`src/rtl/ctpp_pkg.sv`:
```
// ctpp_pkg: shared constants and codes for the cashtoken prefix parser
// holds marker byte, bitfield masks, byte kind and status codes
// no dependencies
package ctpp_pkg;

	// default number of category bytes after the marker
	localparam int CATEGORY_BYTES = 32;

	// field counter width: category index up to 63, compact-size byte index up to 8
	localparam int FC_W = 6;

	localparam logic [7:0] MARK_BYTE  = 8'hEF;
	localparam logic [7:0] NFT_BIT    = 8'h20;
	localparam logic [7:0] COMMIT_BIT = 8'h40;
	localparam logic [7:0] AMOUNT_BIT = 8'h10;
	localparam logic [7:0] CAP_BITS   = 8'h0F;

	// compact-size prefix bytes
	localparam logic [7:0] CS_2BYTE = 8'hFD;
	localparam logic [7:0] CS_4BYTE = 8'hFE;

	// capability nibble codes and decoded capability
	localparam logic [3:0] CAP_CODE_MUTABLE = 4'd1;
	localparam logic [3:0] CAP_CODE_MINTING = 4'd2;
	localparam logic [1:0] CAP_NONE         = 2'd0;
	localparam logic [1:0] CAP_MUTABLE      = 2'd1;
	localparam logic [1:0] CAP_MINTING      = 2'd2;

	typedef logic [2:0] kind_t;
	localparam kind_t KIND_NONE     = 3'd0;
	localparam kind_t KIND_MARKER   = 3'd1;
	localparam kind_t KIND_CATEGORY = 3'd2;
	localparam kind_t KIND_BITFIELD = 3'd3;
	localparam kind_t KIND_LENGTH   = 3'd4;
	localparam kind_t KIND_COMMIT   = 3'd5;
	localparam kind_t KIND_AMOUNT   = 3'd6;
	localparam kind_t KIND_TRAIL    = 3'd7;

	typedef logic [1:0] status_t;
	localparam status_t ST_OK        = 2'd0;
	localparam status_t ST_NO_TOKEN  = 2'd1;
	localparam status_t ST_TRUNCATED = 2'd2;

endpackage

```
`src/rtl/cashtoken_prefix_parser_unit.sv`:
```
// cashtoken_prefix_parser_unit: byte-serial token prefix parser with a result register
// depends on ctpp_pkg for codes and masks
// single module, no submodules
//
// Takes one locking-script byte per request on the slave stream and returns one tagged
// result per byte on the master stream. The first byte of a script must be the 0xEF marker,
// then CATEGORY_BYTES category bytes, one bitfield byte, an optional compact-size commitment
// length plus that many commitment bytes, and an optional compact-size amount. Every byte is
// tagged with its kind in m_tuser. The byte on which the prefix completes or fails carries
// prefix_done with a status (ok, no token marker, truncated) and the decoded fields; on all
// other bytes status and decoded fields are zero. s_tlast ends a script and returns the parser
// to idle. Rate: one byte per clock cycle while m_tready is high. The parse state is
// updated in the same cycle a byte is taken, and the result lands in a single output register;
// s_tready is high whenever that register is empty or being drained in the same cycle.
module cashtoken_prefix_parser_unit #(
	parameter int CATEGORY_BYTES = ctpp_pkg::CATEGORY_BYTES
) (
	input  logic         clk,
	input  logic         arst_n,
	// slave stream: script bytes
	input  logic         s_tvalid,
	output logic         s_tready,
	input  logic [7:0]   s_tdata,   // [7:0] data_byte
	input  logic         s_tlast,   // last_byte
	// master stream: tagged results
	output logic         m_tvalid,
	input  logic         m_tready,
	// [7:0] byte_out, [8] prefix_done, [10:9] status, [11] nft flag, [13:12] capability,
	// [14] commit_flag, [78:15] commitment_length, [79] amount_flag, [143:80] token_amount
	output logic [143:0] m_tdata,
	output logic [2:0]   m_tuser    // [2:0] byte_kind
);

	localparam int FC_W  = ctpp_pkg::FC_W;
	localparam int CNT_W = FC_W + 1;

	typedef enum logic [3:0] {
		PH_IDLE,
		PH_CAT,
		PH_BITS,
		PH_CLEN,
		PH_CLEN_MORE,
		PH_COMMIT,
		PH_AMT,
		PH_AMT_MORE,
		PH_TRAIL,
		PH_NOTOK
	} phase_t;

	// parse state
	phase_t            phase_q;
	logic [FC_W-1:0]   field_count_q;
	logic [7:0]        flag_bits_q;
	logic [63:0]       varint_acc_q;
	logic [3:0]        varint_left_q;
	logic [63:0]       commit_left_q;
	logic [63:0]       commit_len_q;

	// result register
	logic              m_valid_q;
	ctpp_pkg::kind_t   kind_q;
	logic [7:0]        byte_q;
	logic              done_q;
	ctpp_pkg::status_t status_q;
	logic              nft_q;
	logic [1:0]        cap_q;
	logic              hc_q;
	logic [63:0]       clen_q;
	logic              ha_q;
	logic [63:0]       amt_q;

	logic              accept;

	// next-state and result of the current byte
	phase_t            phase_n;
	logic [FC_W-1:0]   field_count_n;
	logic [7:0]        flag_bits_n;
	logic [63:0]       varint_acc_n;
	logic [3:0]        varint_left_n;
	logic [63:0]       commit_left_n;
	logic [63:0]       commit_len_n;
	ctpp_pkg::kind_t   kind_n;
	logic              fin;
	logic              notok;
	logic              vdone;

	// compact-size helpers
	logic              first_done;
	logic [3:0]        first_left;
	logic [63:0]       more_acc;
	logic [3:0]        more_left;
	logic [63:0]       commit_dec;
	logic [3:0]        cap_code;

	// result fields
	logic              r_done;
	ctpp_pkg::status_t r_status;
	logic              r_nft;
	logic [1:0]        r_cap;
	logic              r_hc;
	logic [63:0]       r_clen;
	logic              r_ha;
	logic [63:0]       r_amt;

	// output register frees up the input side whenever it drains
	assign s_tready = !m_valid_q || m_tready;
	assign accept   = s_tvalid && s_tready;

	// first byte of a compact size: value itself, or count of following bytes
	assign first_done = (s_tdata < ctpp_pkg::CS_2BYTE);
	always_comb begin
		if (s_tdata == ctpp_pkg::CS_2BYTE) begin
			first_left = 4'd2;
		end else if (s_tdata == ctpp_pkg::CS_4BYTE) begin
			first_left = 4'd4;
		end else begin
			first_left = 4'd8;
		end
	end

	// little-endian continuation byte, placed by the byte index
	assign more_acc   = varint_acc_q | ({56'd0, s_tdata} << {field_count_q[2:0], 3'b000});
	assign more_left  = varint_left_q - 4'd1;
	assign commit_dec = commit_left_q - 64'd1;

	always_comb begin
		phase_n       = phase_q;
		field_count_n = field_count_q;
		flag_bits_n   = flag_bits_q;
		varint_acc_n  = varint_acc_q;
		varint_left_n = varint_left_q;
		commit_left_n = commit_left_q;
		commit_len_n  = commit_len_q;
		kind_n        = ctpp_pkg::KIND_NONE;
		fin           = 1'b0;
		notok         = 1'b0;
		vdone         = 1'b0;

		unique case (phase_q)
			PH_IDLE: begin
				if (s_tdata == ctpp_pkg::MARK_BYTE) begin
					kind_n        = ctpp_pkg::KIND_MARKER;
					field_count_n = '0;
					flag_bits_n   = '0;
					varint_acc_n  = '0;
					varint_left_n = '0;
					commit_left_n = '0;
					commit_len_n  = '0;
					phase_n       = PH_CAT;
				end else begin
					notok   = 1'b1;
					phase_n = PH_NOTOK;
				end
			end
			PH_CAT: begin
				kind_n = ctpp_pkg::KIND_CATEGORY;
				if ({1'b0, field_count_q} + CNT_W'(1) >= CNT_W'(CATEGORY_BYTES)) begin
					field_count_n = '0;
					phase_n       = PH_BITS;
				end else begin
					field_count_n = field_count_q + FC_W'(1);
				end
			end
			PH_BITS: begin
				kind_n      = ctpp_pkg::KIND_BITFIELD;
				flag_bits_n = s_tdata;
				if ((s_tdata & ctpp_pkg::COMMIT_BIT) != 8'd0) begin
					phase_n = PH_CLEN;
				end else if ((s_tdata & ctpp_pkg::AMOUNT_BIT) != 8'd0) begin
					phase_n = PH_AMT;
				end else begin
					fin = 1'b1;
				end
			end
			PH_CLEN, PH_CLEN_MORE: begin
				kind_n = ctpp_pkg::KIND_LENGTH;
				if (phase_q == PH_CLEN) begin
					field_count_n = '0;
					if (first_done) begin
						varint_acc_n  = {56'd0, s_tdata};
						varint_left_n = '0;
						vdone         = 1'b1;
					end else begin
						varint_acc_n  = '0;
						varint_left_n = first_left;
						phase_n       = PH_CLEN_MORE;
					end
				end else begin
					varint_acc_n  = more_acc;
					field_count_n = field_count_q + FC_W'(1);
					varint_left_n = more_left;
					vdone         = (more_left == 4'd0);
				end
				if (vdone) begin
					commit_len_n  = varint_acc_n;
					commit_left_n = varint_acc_n;
					if (varint_acc_n != 64'd0) begin
						phase_n = PH_COMMIT;
					end else if ((flag_bits_q & ctpp_pkg::AMOUNT_BIT) != 8'd0) begin
						phase_n = PH_AMT;
					end else begin
						fin = 1'b1;
					end
				end
			end
			PH_COMMIT: begin
				kind_n        = ctpp_pkg::KIND_COMMIT;
				commit_left_n = commit_dec;
				if (commit_dec == 64'd0) begin
					if ((flag_bits_q & ctpp_pkg::AMOUNT_BIT) != 8'd0) begin
						phase_n = PH_AMT;
					end else begin
						fin = 1'b1;
					end
				end
			end
			PH_AMT, PH_AMT_MORE: begin
				kind_n = ctpp_pkg::KIND_AMOUNT;
				if (phase_q == PH_AMT) begin
					field_count_n = '0;
					if (first_done) begin
						varint_acc_n  = {56'd0, s_tdata};
						varint_left_n = '0;
						fin           = 1'b1;
					end else begin
						varint_acc_n  = '0;
						varint_left_n = first_left;
						phase_n       = PH_AMT_MORE;
					end
				end else begin
					varint_acc_n  = more_acc;
					field_count_n = field_count_q + FC_W'(1);
					varint_left_n = more_left;
					fin           = (more_left == 4'd0);
				end
			end
			PH_TRAIL: begin
				kind_n = ctpp_pkg::KIND_TRAIL;
			end
			default: begin
				phase_n = PH_NOTOK;
			end
		endcase

		if (fin) begin
			phase_n = PH_TRAIL;
		end

		// decoded fields on completion
		cap_code = flag_bits_n[3:0] & ctpp_pkg::CAP_BITS[3:0];
		r_done   = 1'b0;
		r_status = ctpp_pkg::ST_OK;
		r_nft    = 1'b0;
		r_cap    = ctpp_pkg::CAP_NONE;
		r_hc     = 1'b0;
		r_clen   = '0;
		r_ha     = 1'b0;
		r_amt    = '0;
		if (fin) begin
			r_done = 1'b1;
			r_nft  = ((flag_bits_n & ctpp_pkg::NFT_BIT) != 8'd0);
			r_hc   = ((flag_bits_n & ctpp_pkg::COMMIT_BIT) != 8'd0);
			r_ha   = ((flag_bits_n & ctpp_pkg::AMOUNT_BIT) != 8'd0);
			if (r_nft && cap_code == ctpp_pkg::CAP_CODE_MUTABLE) begin
				r_cap = ctpp_pkg::CAP_MUTABLE;
			end else if (r_nft && cap_code == ctpp_pkg::CAP_CODE_MINTING) begin
				r_cap = ctpp_pkg::CAP_MINTING;
			end
			r_clen = r_hc ? commit_len_n : 64'd0;
			r_amt  = r_ha ? varint_acc_n : 64'd0;
		end else if (notok) begin
			r_done   = 1'b1;
			r_status = ctpp_pkg::ST_NO_TOKEN;
		end

		// end of script: an unfinished prefix is truncated
		if (s_tlast) begin
			if (phase_n != PH_TRAIL && phase_n != PH_NOTOK) begin
				r_done   = 1'b1;
				r_status = ctpp_pkg::ST_TRUNCATED;
			end
			phase_n = PH_IDLE;
		end
	end

	always_ff @(posedge clk or negedge arst_n) begin
		if (!arst_n) begin
			phase_q       <= PH_IDLE;
			field_count_q <= '0;
			flag_bits_q   <= '0;
			varint_acc_q  <= '0;
			varint_left_q <= '0;
			commit_left_q <= '0;
			commit_len_q  <= '0;
			m_valid_q     <= 1'b0;
		end else begin
			if (accept) begin
				phase_q       <= phase_n;
				field_count_q <= field_count_n;
				flag_bits_q   <= flag_bits_n;
				varint_acc_q  <= varint_acc_n;
				varint_left_q <= varint_left_n;
				commit_left_q <= commit_left_n;
				commit_len_q  <= commit_len_n;
				m_valid_q     <= 1'b1;
			end else if (m_tready) begin
				m_valid_q <= 1'b0;
			end
		end
	end

	// result payload, loaded with each request
	always_ff @(posedge clk) begin
		if (accept) begin
			kind_q   <= kind_n;
			byte_q   <= s_tdata;
			done_q   <= r_done;
			status_q <= r_status;
			nft_q    <= r_nft;
			cap_q    <= r_cap;
			hc_q     <= r_hc;
			clen_q   <= r_clen;
			ha_q     <= r_ha;
			amt_q    <= r_amt;
		end
	end

	assign m_tvalid = m_valid_q;
	assign m_tuser  = kind_q;
	assign m_tdata  = {amt_q, ha_q, clen_q, hc_q, cap_q, nft_q, status_q, done_q, byte_q};

	// a script end always sends the parser back to idle
	a_last_to_idle: assert property (@(posedge clk) disable iff (!arst_n)
		(accept && s_tlast) |=> (phase_q == PH_IDLE))
		else $error("parser not idle after last byte");

	// a nonzero status only appears with prefix_done
	a_status_done: assert property (@(posedge clk) disable iff (!arst_n)
		(m_valid_q && status_q != ctpp_pkg::ST_OK) |-> done_q)
		else $error("status without prefix_done");

	// decoded length and amount are zero when the matching field is absent
	a_absent_zero: assert property (@(posedge clk) disable iff (!arst_n)
		m_valid_q |-> ((hc_q || clen_q == 64'd0) && (ha_q || amt_q == 64'd0)))
		else $error("decoded value for an absent field");

	// a held result keeps the parser frozen
	a_stall_freeze: assert property (@(posedge clk) disable iff (!arst_n)
		(m_valid_q && !m_tready) |=> $stable(phase_q))
		else $error("parse state moved during output stall");

endmodule
```
`config.mk`:
```
export PLATFORM = sky130hd
export DESIGN_NAME = cashtoken_prefix_parser_unit
export DESIGN_NICKNAME = d
export VERILOG_FILES = /design/src/rtl/ctpp_pkg.sv /design/src/rtl/cashtoken_prefix_parser_unit.sv
export SDC_FILE = /design/constraint.sdc
export NUM_CORES = 1
export LEC_CHECK = 0
export ABC_AREA = 1
export ABC_CLOCK_PERIOD_IN_PS = 6400
export CORE_MARGIN = 4
export CORE_UTILIZATION = 40
export DETAILED_ROUTE_END_ITERATION = 7
export DONT_BUFFER_PORTS = 1
export SETUP_SLACK_MARGIN = 0.15
export SYNTH_ARGS = -nofsm -noshare
export SYNTH_HDL_FRONTEND = slang
export SYNTH_SLANG_ARGS = --single-unit
export TNS_END_PERCENT = 5
```
`constraint.sdc`:
```
create_clock -name clk -period 6.4 [get_ports clk]
set_input_delay 1.28 -clock clk [delete_from_list [all_inputs] [get_ports clk]]
set_output_delay 1.28 -clock clk [all_outputs]
set_load 0.02 [all_outputs]
```
Word-level counts from Yosys, hierarchy flattened:

Cells that the tools add are included.
W data, S select, Z words.

* input port bits: 13
* logic and storage cells: 136
* register bits after elaboration: 361

* $lt $le $gt $ge: 2
* add/subtract/negate cells: 4
* bitwise operators: 2
* shift-type cells: 1
* reduce and logical (&&, ||, !) cells: 22
* equality and inequality tests: 17
* muxes and demuxes: 69

Operator list (number)
* $mux W64: 8
* $pmux W64 S3: 2
* $pmux W64 S2: 1
* $mux W4: 21
* $logic_not A64 Y1: 1
* $or A64 B64 Y64: 1
* $reduce_bool A64 Y1: 1
* $shl A8 B6 Y64: 1
* $sub A64 B1 Y64 const B: 1
* $pmux W4 S7: 1
* $eq A8 B8 Y1 const B: 3
* $mux W6: 4
* $pmux W6 S4: 1
* $mux W1: 22
* $pmux W3 S7: 1
* $eq A4 B3 Y1 const B: 4
* $pmux W7 S2: 1
* $eq A4 B2 Y1 const B: 3
* $pmux W4 S3: 1
* $eq A4 B1 Y1 const B: 2
* $logic_not A4 Y1: 2
* $lt A8 B8 Y1 const B: 1
* $mux W8: 1
* $ne A4 B4 Y1 const B: 2
* other kinds (20): 31

Longest topological paths before layout:

Gate-level depths: netlist of the first run.

* depth in word-level cells: 13
* mapped depth: 21
* mapped depth without buffers: 20

Worst setup path after synthesis of the first run:

OpenSTA, ideal clock, no wires.

* kind: input port to flip-flop
* start: input m_tready
* end: register flag_bits_q[0]
* path slack: -350 ps
* data required time: 6045 ps
* cell stages on the path: 7
* data arrival time: 6396 ps
* setup time: 355 ps
* path through: inv_1 -> nand2_1 -> nand2_1 -> clkbuf_1 -> clkinv_1 -> clkbuf_1 -> o21ai_0

* longest elaborated chain between the ends: 2

Ends and longest elaborated chain
* start, declared: line cashtoken_prefix_parser_unit.sv:27 `input logic m_tready,`
* $logic_or A1 B1 Y1: line cashtoken_prefix_parser_unit.sv:106 `assign s_tready = !m_valid_q || m_tready;`
* named net s_tready: line cashtoken_prefix_parser_unit.sv:22 `output logic s_tready,`
* $logic_and A1 B1 Y1: line cashtoken_prefix_parser_unit.sv:107 `assign accept = s_tvalid && s_tready;`
* named net accept: line cashtoken_prefix_parser_unit.sv:72 `logic accept;`
* end signal, assigned: line cashtoken_prefix_parser_unit.sv:300 `flag_bits_q <= flag_bits_n;`
* end, declared: line cashtoken_prefix_parser_unit.sv:53 `logic [7:0] flag_bits_q;`

The timed path passes the listed nets, and every way through them passes these cells.
A chain may end at the register's enable or synchronous reset.

Worst setup path after layout of the first run:

* start: register phase_q[3]
* end: register amt_q[37] (data pin)

* longest elaborated chain between the ends: 8
* elaborated cells between the ends (all ways): 22

Ends and longest elaborated chain
* start, declared: line cashtoken_prefix_parser_unit.sv:51 `phase_t phase_q;`
* start signal, assigned: line cashtoken_prefix_parser_unit.sv:298 `phase_q <= phase_n;`
* $eq A4 B2 Y1: line cashtoken_prefix_parser_unit.sv:139, cashtoken_prefix_parser_unit.sv:177
* $mux W64: line cashtoken_prefix_parser_unit.sv:177 `if (phase_q == PH_CLEN) begin`
* $mux W64: line cashtoken_prefix_parser_unit.sv:139 `unique case (phase_q)`
* $reduce_bool A64 Y1: line cashtoken_prefix_parser_unit.sv:197 `if (varint_acc_n != 64'd0) begin`
* $mux W1: line cashtoken_prefix_parser_unit.sv:197
* $mux W1: line cashtoken_prefix_parser_unit.sv:194 `if (vdone) begin`
* $pmux W1 S4: line cashtoken_prefix_parser_unit.sv:139
* $reduce_and A2 Y1 (no line)
* end signal, assigned: line cashtoken_prefix_parser_unit.sv:324 `amt_q <= r_amt;`
* end, declared: line cashtoken_prefix_parser_unit.sv:70 `logic [63:0] amt_q;`

Parallel ways exist; a longest one is shown, timed or not. The select of a mux whose other input is x is not followed.

==> results of run 1 <==
-- synth_stat cells (5+ instances only) --
master / count
nor2_4: 7
o21ai_0: 277
nand3b_1: 19
edfxtp_1: 147
xor2_1: 13
nand3_1: 115
ha_1: 5
a21oi_1: 31
xnor2_1: 6
buf_4: 5
nor2_2: 61
o31ai_1: 5
nand2_1: 743
o22ai_1: 82
buf_6: 13
nand4_1: 11
nor3_1: 8
a21oi_2: 50
dfrtp_1: 214
o21ai_1: 9
a31oi_1: 34
clkbuf_1: 81
nand2_2: 6
buf_2: 22
inv_1: 203
nor2_1: 289
-- cell families (layout without fill, tap and decap cells) --
kind of cell / after synthesis / after routing
AO/OA/AOI/OAI: 498 / 498
XOR/XNOR: 19 / 19
adder cells (fa/ha/maj): 5 / 5
buffers and inverters: 332 / 317
flip-flops: 361 / 361
other: 0 / 1
AND/OR/NAND/NOR: 1271 / 1271
-- routing by layer --
layer / part of all wire / vias up / global-route usage
met3: 0.069 / 110 / 0.04262
li1: - / 8108 / -
met4: 0.031 / 0 / 0.07569
met1: 0.44 / 8247 / 0.3615
met5: 0 / - / 0
met2: 0.45 / 715 / 0.4043
-- worst max-delay path by stage --
stage / to / cells after the start
3_3_place_gp: amt_q[37]$_SDFFCE_PN0P_ / 17
5_1_grt: amt_q[37]$_SDFFCE_PN0P_ / 16
4_1_cts: amt_q[37]$_SDFFCE_PN0P_ / 16
2_1_floorplan: amt_q[0]$_SDFFCE_PN0P_ / 6
3_5_place_dp: amt_q[37]$_SDFFCE_PN0P_ / 17
6_report: amt_q[37]$_SDFFCE_PN0P_ / 17
-- power breakdown --
group / leakage, uW / internal, uW / total [uW] / switching (uW)
logic: 0.00356 / 467 / 1720 / 1250
registers: 0.00438 / 2630 / 2940 / 307
clock network: 0.000777 / 1710 / 2740 / 1020
total: 0.00871 / 4810 / 7390 / 2580
-- stage by stage --
step,instance area [sq um],instances,utilization,hold slack (ps)
after floorplan,19560,2486,-,451.7
after global placement,20010,3009,0.4164,465.3
after detailed placement,20010,3009,0.4164,475.8
after CTS,21580,3086,0.4492,395.6
after global routing,21580,3086,0.4492,384.6
final,21580,3087,0.4492,417.5
-- critical path: stages (launching register included) --
cell	delay (ps)
dfrtp_1	410
nor2_1	120
inv_1	90
nor2_2	520
inv_1	510
buf_4	350
nand2_1	130
nand3_1	90
nor2_1	120
nand2_1	160
nor2_1	120
nand2_1	100
o21bai_1	180
inv_1	90
nand2_2	150
nand2_4	390
buf_4	400
a21oi_2	130
-- state kept, by name, summed over array words and instances (netlist names), 3 cells and up --
register and cells:
byte_q 8, varint_left_q 4, field_count_q 6, clen_q 64, amt_q 64, varint_acc_q 64
commit_len_q 64, m_tuser 3, flag_bits_q 7, commit_left_q 64, phase_q 4
-- cell type report --
type	instances	area (sq um)	share of cell area
Clock buffer	48	1115	0.05165
Multi-Input combinational cell	1793	8436	0.3908
Timing Repair Buffer	30	237.7	0.01101
Inverter	210	793.3	0.03675
Clock inverter	29	460.4	0.02133
Sequential cell	361	9769	0.4526
Antenna cell	1	2.502	0.0001159
Tap cell	615	769.5	0.03565
==> results.py, run 1 <==
metrics = {
    "synth": {
        "synth_xor_area_frac": 0.008510,
        "synth-compound-area-share": 0.1470,
        "synth_top_family_by_area": "simple AND/OR/NAND/NOR gates",
        "ys_top_cells_by_area": "dfrtp_1 (27%), edfxtp_1 (23%), nand2_1 (14%), o21ai_0 (7.1%), nor2_1 (5.5%)",
        "synth_adder_area_share": 0.003199,
        "synth.area.mux_share": 0,
        "synth_cell_type_count": 44,
        "ys_seq_area_frac": 0.4996,
        "synth_area_sq_um": 19550,
        "synth-simple-area-share": 0.2706,
        "synth_top_area_frac": 0.2739,
        "synth_fp_nets": 2504,
        "syn_inst": 2486,
        "ys_ff_latch": 361,
        "syn_area_per_cell_sq_um": 7.866,
        "yosysWarningCount": 0,
        "synth_area_leader_cell": "dfrtp_1",
        "synth_ff_type": "dfrtp_1",
        "async_flop_share": 0.5928,
        "synth_edf_count": 147,
    },
    "detailed_routing": {
        "wl_um": 68760,
        "dr.first_iter.drc_count": 1922,
        "ant_nets": 0,
        "dr.pass1.iters": 6,
        "vias": 17180,
        "drc": 0,
        "wl_per_cell_um": 22.27,
        "viasPerCell": 5.565,
    },
    "run": {
        "cap_violations": 0,
    },
    "timing": {
        "period_minus_slack_ps": 4291,
        "fmax_mhz": 233.1,
        "grt_setup_unrepaired": "no",
        "skew_ps": 23.08,
        "setup_viol": 0,
        "tns_ps": 0,
        "finalHoldViolCount": 0,
        "slew_headroom": 0.2400,
        "setup_slack_ps": 2109,
        "finalCritPeriodShare": 0.6704,
        "maxSlewViolCount": 0,
        "worst_pin_slew_ps": 1137,
    },
    "worst_setup_path": {
        "timing.rr.end": "amt_q[37]$_SDFFCE_PN0P_",
        "r2r-start": "phase_q[3]$_DFFE_PN0P_",
        "r2r_setup_slack_ps": 2110,
        "r2r_cells": 17,
        "worstSetupPathType": "reg2reg",
        "path_max_fanout": 47,
        "crit_path_end_kind": "register",
        "crit_start": "phase_q[3]$_DFFE_PN0P_",
        "start_kind": "register",
        "crit_arrival_ps": 4710,
        "critPathRequiredTime_ps": 6820,
    },
    "final_layout": {
        "area_growth_pct": 10.38,
        "fin_nets": 2456,
        "fillers": 4772,
        "layout-drive-gt1-share": 0.09794,
        "final_cell_mix": "nand2_1 (740), nor2_1 (288), o21ai_0 (277)",
        "final_common_cell": "nand2_1",
    },
    "clock_tree": {
        "htreeDepth": 2,
        "cts_resized": 0,
        "cts_buffer_depth": 3,
        "cts_hold_buf": 0,
        "clock_latency_ps": 570,
        "cts_tree": "done",
        "cts_made_buffers": 42,
        "clkSinkCount": 361,
        "clkSlewWorstSetupHoldPaths_ps": 60,
        "cts-root-buf": "clkbuf_16",
        "postCtsSetupRepairBufs": 0,
    },
    "floorplanning": {
        "die_area_sq_um": 52490,
        "die-width_um": 229.1,
        "start_util": 0.4070,
        "pin_count": 162,
        "coreArea_sq_um": 48050,
        "fp.dieH_um": 229.1,
        "num_rows": 80,
    },
    "global_routing": {
        "grt.total_usage": 0.2552,
        "grt_pass1_wl_um": 102700,
        "antenna_found_initial": 1,
        "overflow": 0,
        "grt_start_max_net_pins": 215,
        "grt_pass1_vias": 15940,
    },
    "pwr": {
        "power_density_nw_per_um2": 342.3,
        "p_leak_uw": 0.008710,
        "peakVddDrop_mv": 0.1862,
        "fin_total_pwr_uw": 7388,
    },
    "place": {
        "pre_cts_ws_ps": 2043,
        "gp_congestion": 0.9704,
        "detailed_place_hpwl_um": 50260,
        "portBuffers": 0,
    },
    "hold_path": {
        "hold_path_class": "in2async",
    },
    "status": {
        "status": "completed",
    },
}
No activity file was read; power rests on OpenSTA's default activity.
==> run 2, diff against run 1 <==
ABC_CLOCK_PERIOD_IN_PS = 4100   (was 6400)
clock period = 4.1 ns   (was 6.4 ns; I/O delays follow)
==> run 2 against run 1 <==
  * The flow now finishes with violations (negative hold slack)
  * Final cell count increased by 1.6%
  * Register-to-register slack got worse by 1700 ps
  * Core utilization up 0.49 points
  * Critical path type unchanged
  * Critical endpoint is now amt_q[2]$_SDFFCE_PN0P_
  * Largest power group unchanged
==> results.py, run 2 (synthesis gave the netlist of run 1 again) <==
metrics = {
    "floorplanning": {
        "die-width_um": 229.1,
        "start_util": 0.4070,
        "pin_count": 162,
        "coreArea_sq_um": 48050,
        "num_rows": 80,
        "fp.dieH_um": 229.1,
        "die_area_sq_um": 52490,
    },
    "detailed_routing": {
        "dr.first_iter.drc_count": 1800,
        "dr.pass1.iters": 8,
        "vias": 17340,
        "wl_um": 68150,
        "ant_nets": 0,
        "drc": 0,
        "viasPerCell": 5.531,
        "wl_per_cell_um": 21.73,
    },
    "worst_setup_path": {
        "cp_top_family": "simple AND/OR/NAND/NOR gates",
        "crit_buf_inv": 2,
        "crit_chain": "inv_1, ha_1, nand2_2, nor2_4, nand2_1, nor2_1, nand2_1, xnor2_1, nor2_1, nand2_1, nor2_1, nand3_2, nand2_2, nand2_4, buf_4, a21oi_1",
        "cp_slowest_stage_delay_ps": 400,
        "path_max_fanout": 14,
        "crit_path_end_kind": "register",
        "cp_num_cells": 16,
        "crit_slowest_cell": "dfrtp_1",
        "r2r-start": "commit_left_q[0]$_DFFE_PN0P_",
        "critPathRequiredTime_ps": 4510,
        "worstSetupPathType": "reg2reg",
        "crit_arrival_ps": 4090,
        "start_kind": "register",
        "r2r_setup_slack_ps": 420,
        "timing.rr.end": "amt_q[2]$_SDFFCE_PN0P_",
        "r2r_cells": 16,
    },
    "final_layout": {
        "num_antenna_cells": 0,
        "layout-drive-gt1-share": 0.1134,
        "fillers": 4759,
        "stdcell_count": 3136,
        "fin_nets": 2506,
        "area_growth_pct": 11.59,
        "final_common_cell": "nand2_1",
        "final_area_sq_um": 21820,
        "regArea_sq_um": 9771,
        "multi_input_area_sq_um": 8436,
        "final_cell_mix": "nand2_1 (740), nor2_1 (288), o21ai_0 (277)",
    },
    "place": {
        "dp_cells": 3054,
        "gp_congestion": 0.9974,
        "placed_area_sq_um": 20420,
        "detailed_place_hpwl_um": 50480,
        "portBuffers": 0,
    },
    "timing": {
        "maxSlewViolCount": 0,
        "slew_headroom": 0.2409,
        "fmax_mhz": 271.5,
        "fin_hold_ws_ps": -39.18,
        "setup_viol": 0,
        "grt_setup_unrepaired": "no",
        "period_minus_slack_ps": 3684,
        "skew_ps": 21.14,
        "finalCritPeriodShare": 0.8985,
        "tns_ps": 0,
        "worst_pin_slew_ps": 1139,
        "finalHoldViolCount": 118,
    },
    "clock_tree": {
        "cts_tree": "done",
        "cts_made_buffers": 42,
        "clock_latency_ps": 580,
        "clkSinkCount": 361,
        "clkSlewWorstSetupHoldPaths_ps": 60,
        "cts-root-buf": "clkbuf_16",
        "cts_buffer_depth": 3,
        "htreeDepth": 2,
    },
    "pwr": {
        "power_density_nw_per_um2": 505.3,
        "fin_total_pwr_uw": 11030,
        "pwr-share-clk": 0.336,
        "switchingPower_uw": 3985,
        "peakVddDrop_mv": 0.2868,
        "seq_power_share": 0.416,
        "p_int_uw": 7041,
        "swShare": 0.3615,
        "p_leak_uw": 0.008862,
        "combPwrFrac": 0.248,
    },
    "global_routing": {
        "grt_pass1_vias": 16330,
        "grt_pass1_wl_um": 103300,
        "overflow": 0,
        "grt.total_usage": 0.2546,
        "antenna_found_initial": 0,
        "grt_start_max_net_pins": 215,
    },
    "hold_path": {
        "hold_path_class": "in2async",
    },
    "status": {
        "status": "finished, violations left",
        "failed_checks": "negative hold slack",
    },
    "run": {
        "cap_violations": 0,
    },
}
run 2: cell types whose count changed in the layout (fill, tap and decap cells not counted), moves of 2 or more:
cell | before | now
buf_12 | 1 | 8
clkinvlp_4 | 0 | 7
bufinv_16 | 11 | 2
clkinv_4 | 4 | 1
buf_4 | 29 | 71
inv_8 | 2 | 0
clkinv_2 | 6 | 8
clkbuf_1 | 3 | 11
inv_6 | 5 | 2
run 2: timing repair:
item | in CTS | in global routing
endpoints found under the hold margin | 214 | 205
setup buffers | 0 | 4
endpoints found under the setup margin | 0 | 122
resized for setup | 0 | 4
run 2: area by class of cell:
type / instances / area share
multi-input combinational: 1793 / 0.3866
sequential: 361 / 0.4478
clock inverter: 19 / 0.007283
timing repair buffer: 79 / 0.03177
inverter: 210 / 0.03670
tap: 615 / 0.03527
timing repair inverter: 1 / 0.0003441
clock buffer: 58 / 0.05425
run 2: metrics by stage:
| step | utilization | worst slack (ps) | hold WS [ps] |
|---|---|---|---|
| floorplan | - | 956.7 | 451.7 |
| global placement | 0.4250 | 441.2 | 466.5 |
| detailed placement | 0.4250 | 380.1 | 474.6 |
| CTS | 0.4529 | 348.5 | -75.11 |
| global route | 0.4541 | 229.3 | -64.86 |
| finish | 0.4541 | 416.1 | -39.18 |
run 2: power by group through the flow:
stage | combinational (uW) | clock, uW | sequential [uW]
CTS | 2680 | 3790 | 4580
finish | 2730 | 3710 | 4590
global route | 3050 | 3940 | 4630
detailed placement | 2670 | 0 | 4640
global placement | 2670 | 0 | 4640
floorplan | 1900 | 0 | 4480
run 2: worst max-delay path by stage:
stage / from / end / slack [ps]
floorplan: m_tready / amt_q[0]$_SDFFCE_PN0P_ / 960
detailed placement: field_count_q[0]$_DFFE_PN0P_ / clen_q[34]$_SDFFCE_PN0P_ / 380
global route: commit_left_q[0]$_DFFE_PN0P_ / amt_q[3]$_SDFFCE_PN0P_ / 230
global placement: field_count_q[0]$_DFFE_PN0P_ / clen_q[36]$_SDFFCE_PN0P_ / 440
finish: commit_left_q[0]$_DFFE_PN0P_ / amt_q[2]$_SDFFCE_PN0P_ / 420
CTS: field_count_q[0]$_DFFE_PN0P_ / amt_q[2]$_SDFFCE_PN0P_ / 350
run 2: metal layers:
layer  wire length (um)  vias to the layer above  GRT usage
li1                   -                     8222          -
met4               2191                        0    0.07665
met1              29960                     8311     0.3612
met2              31600                      687     0.4087
met3               4397                      124    0.03417
met5                  0                        -          0
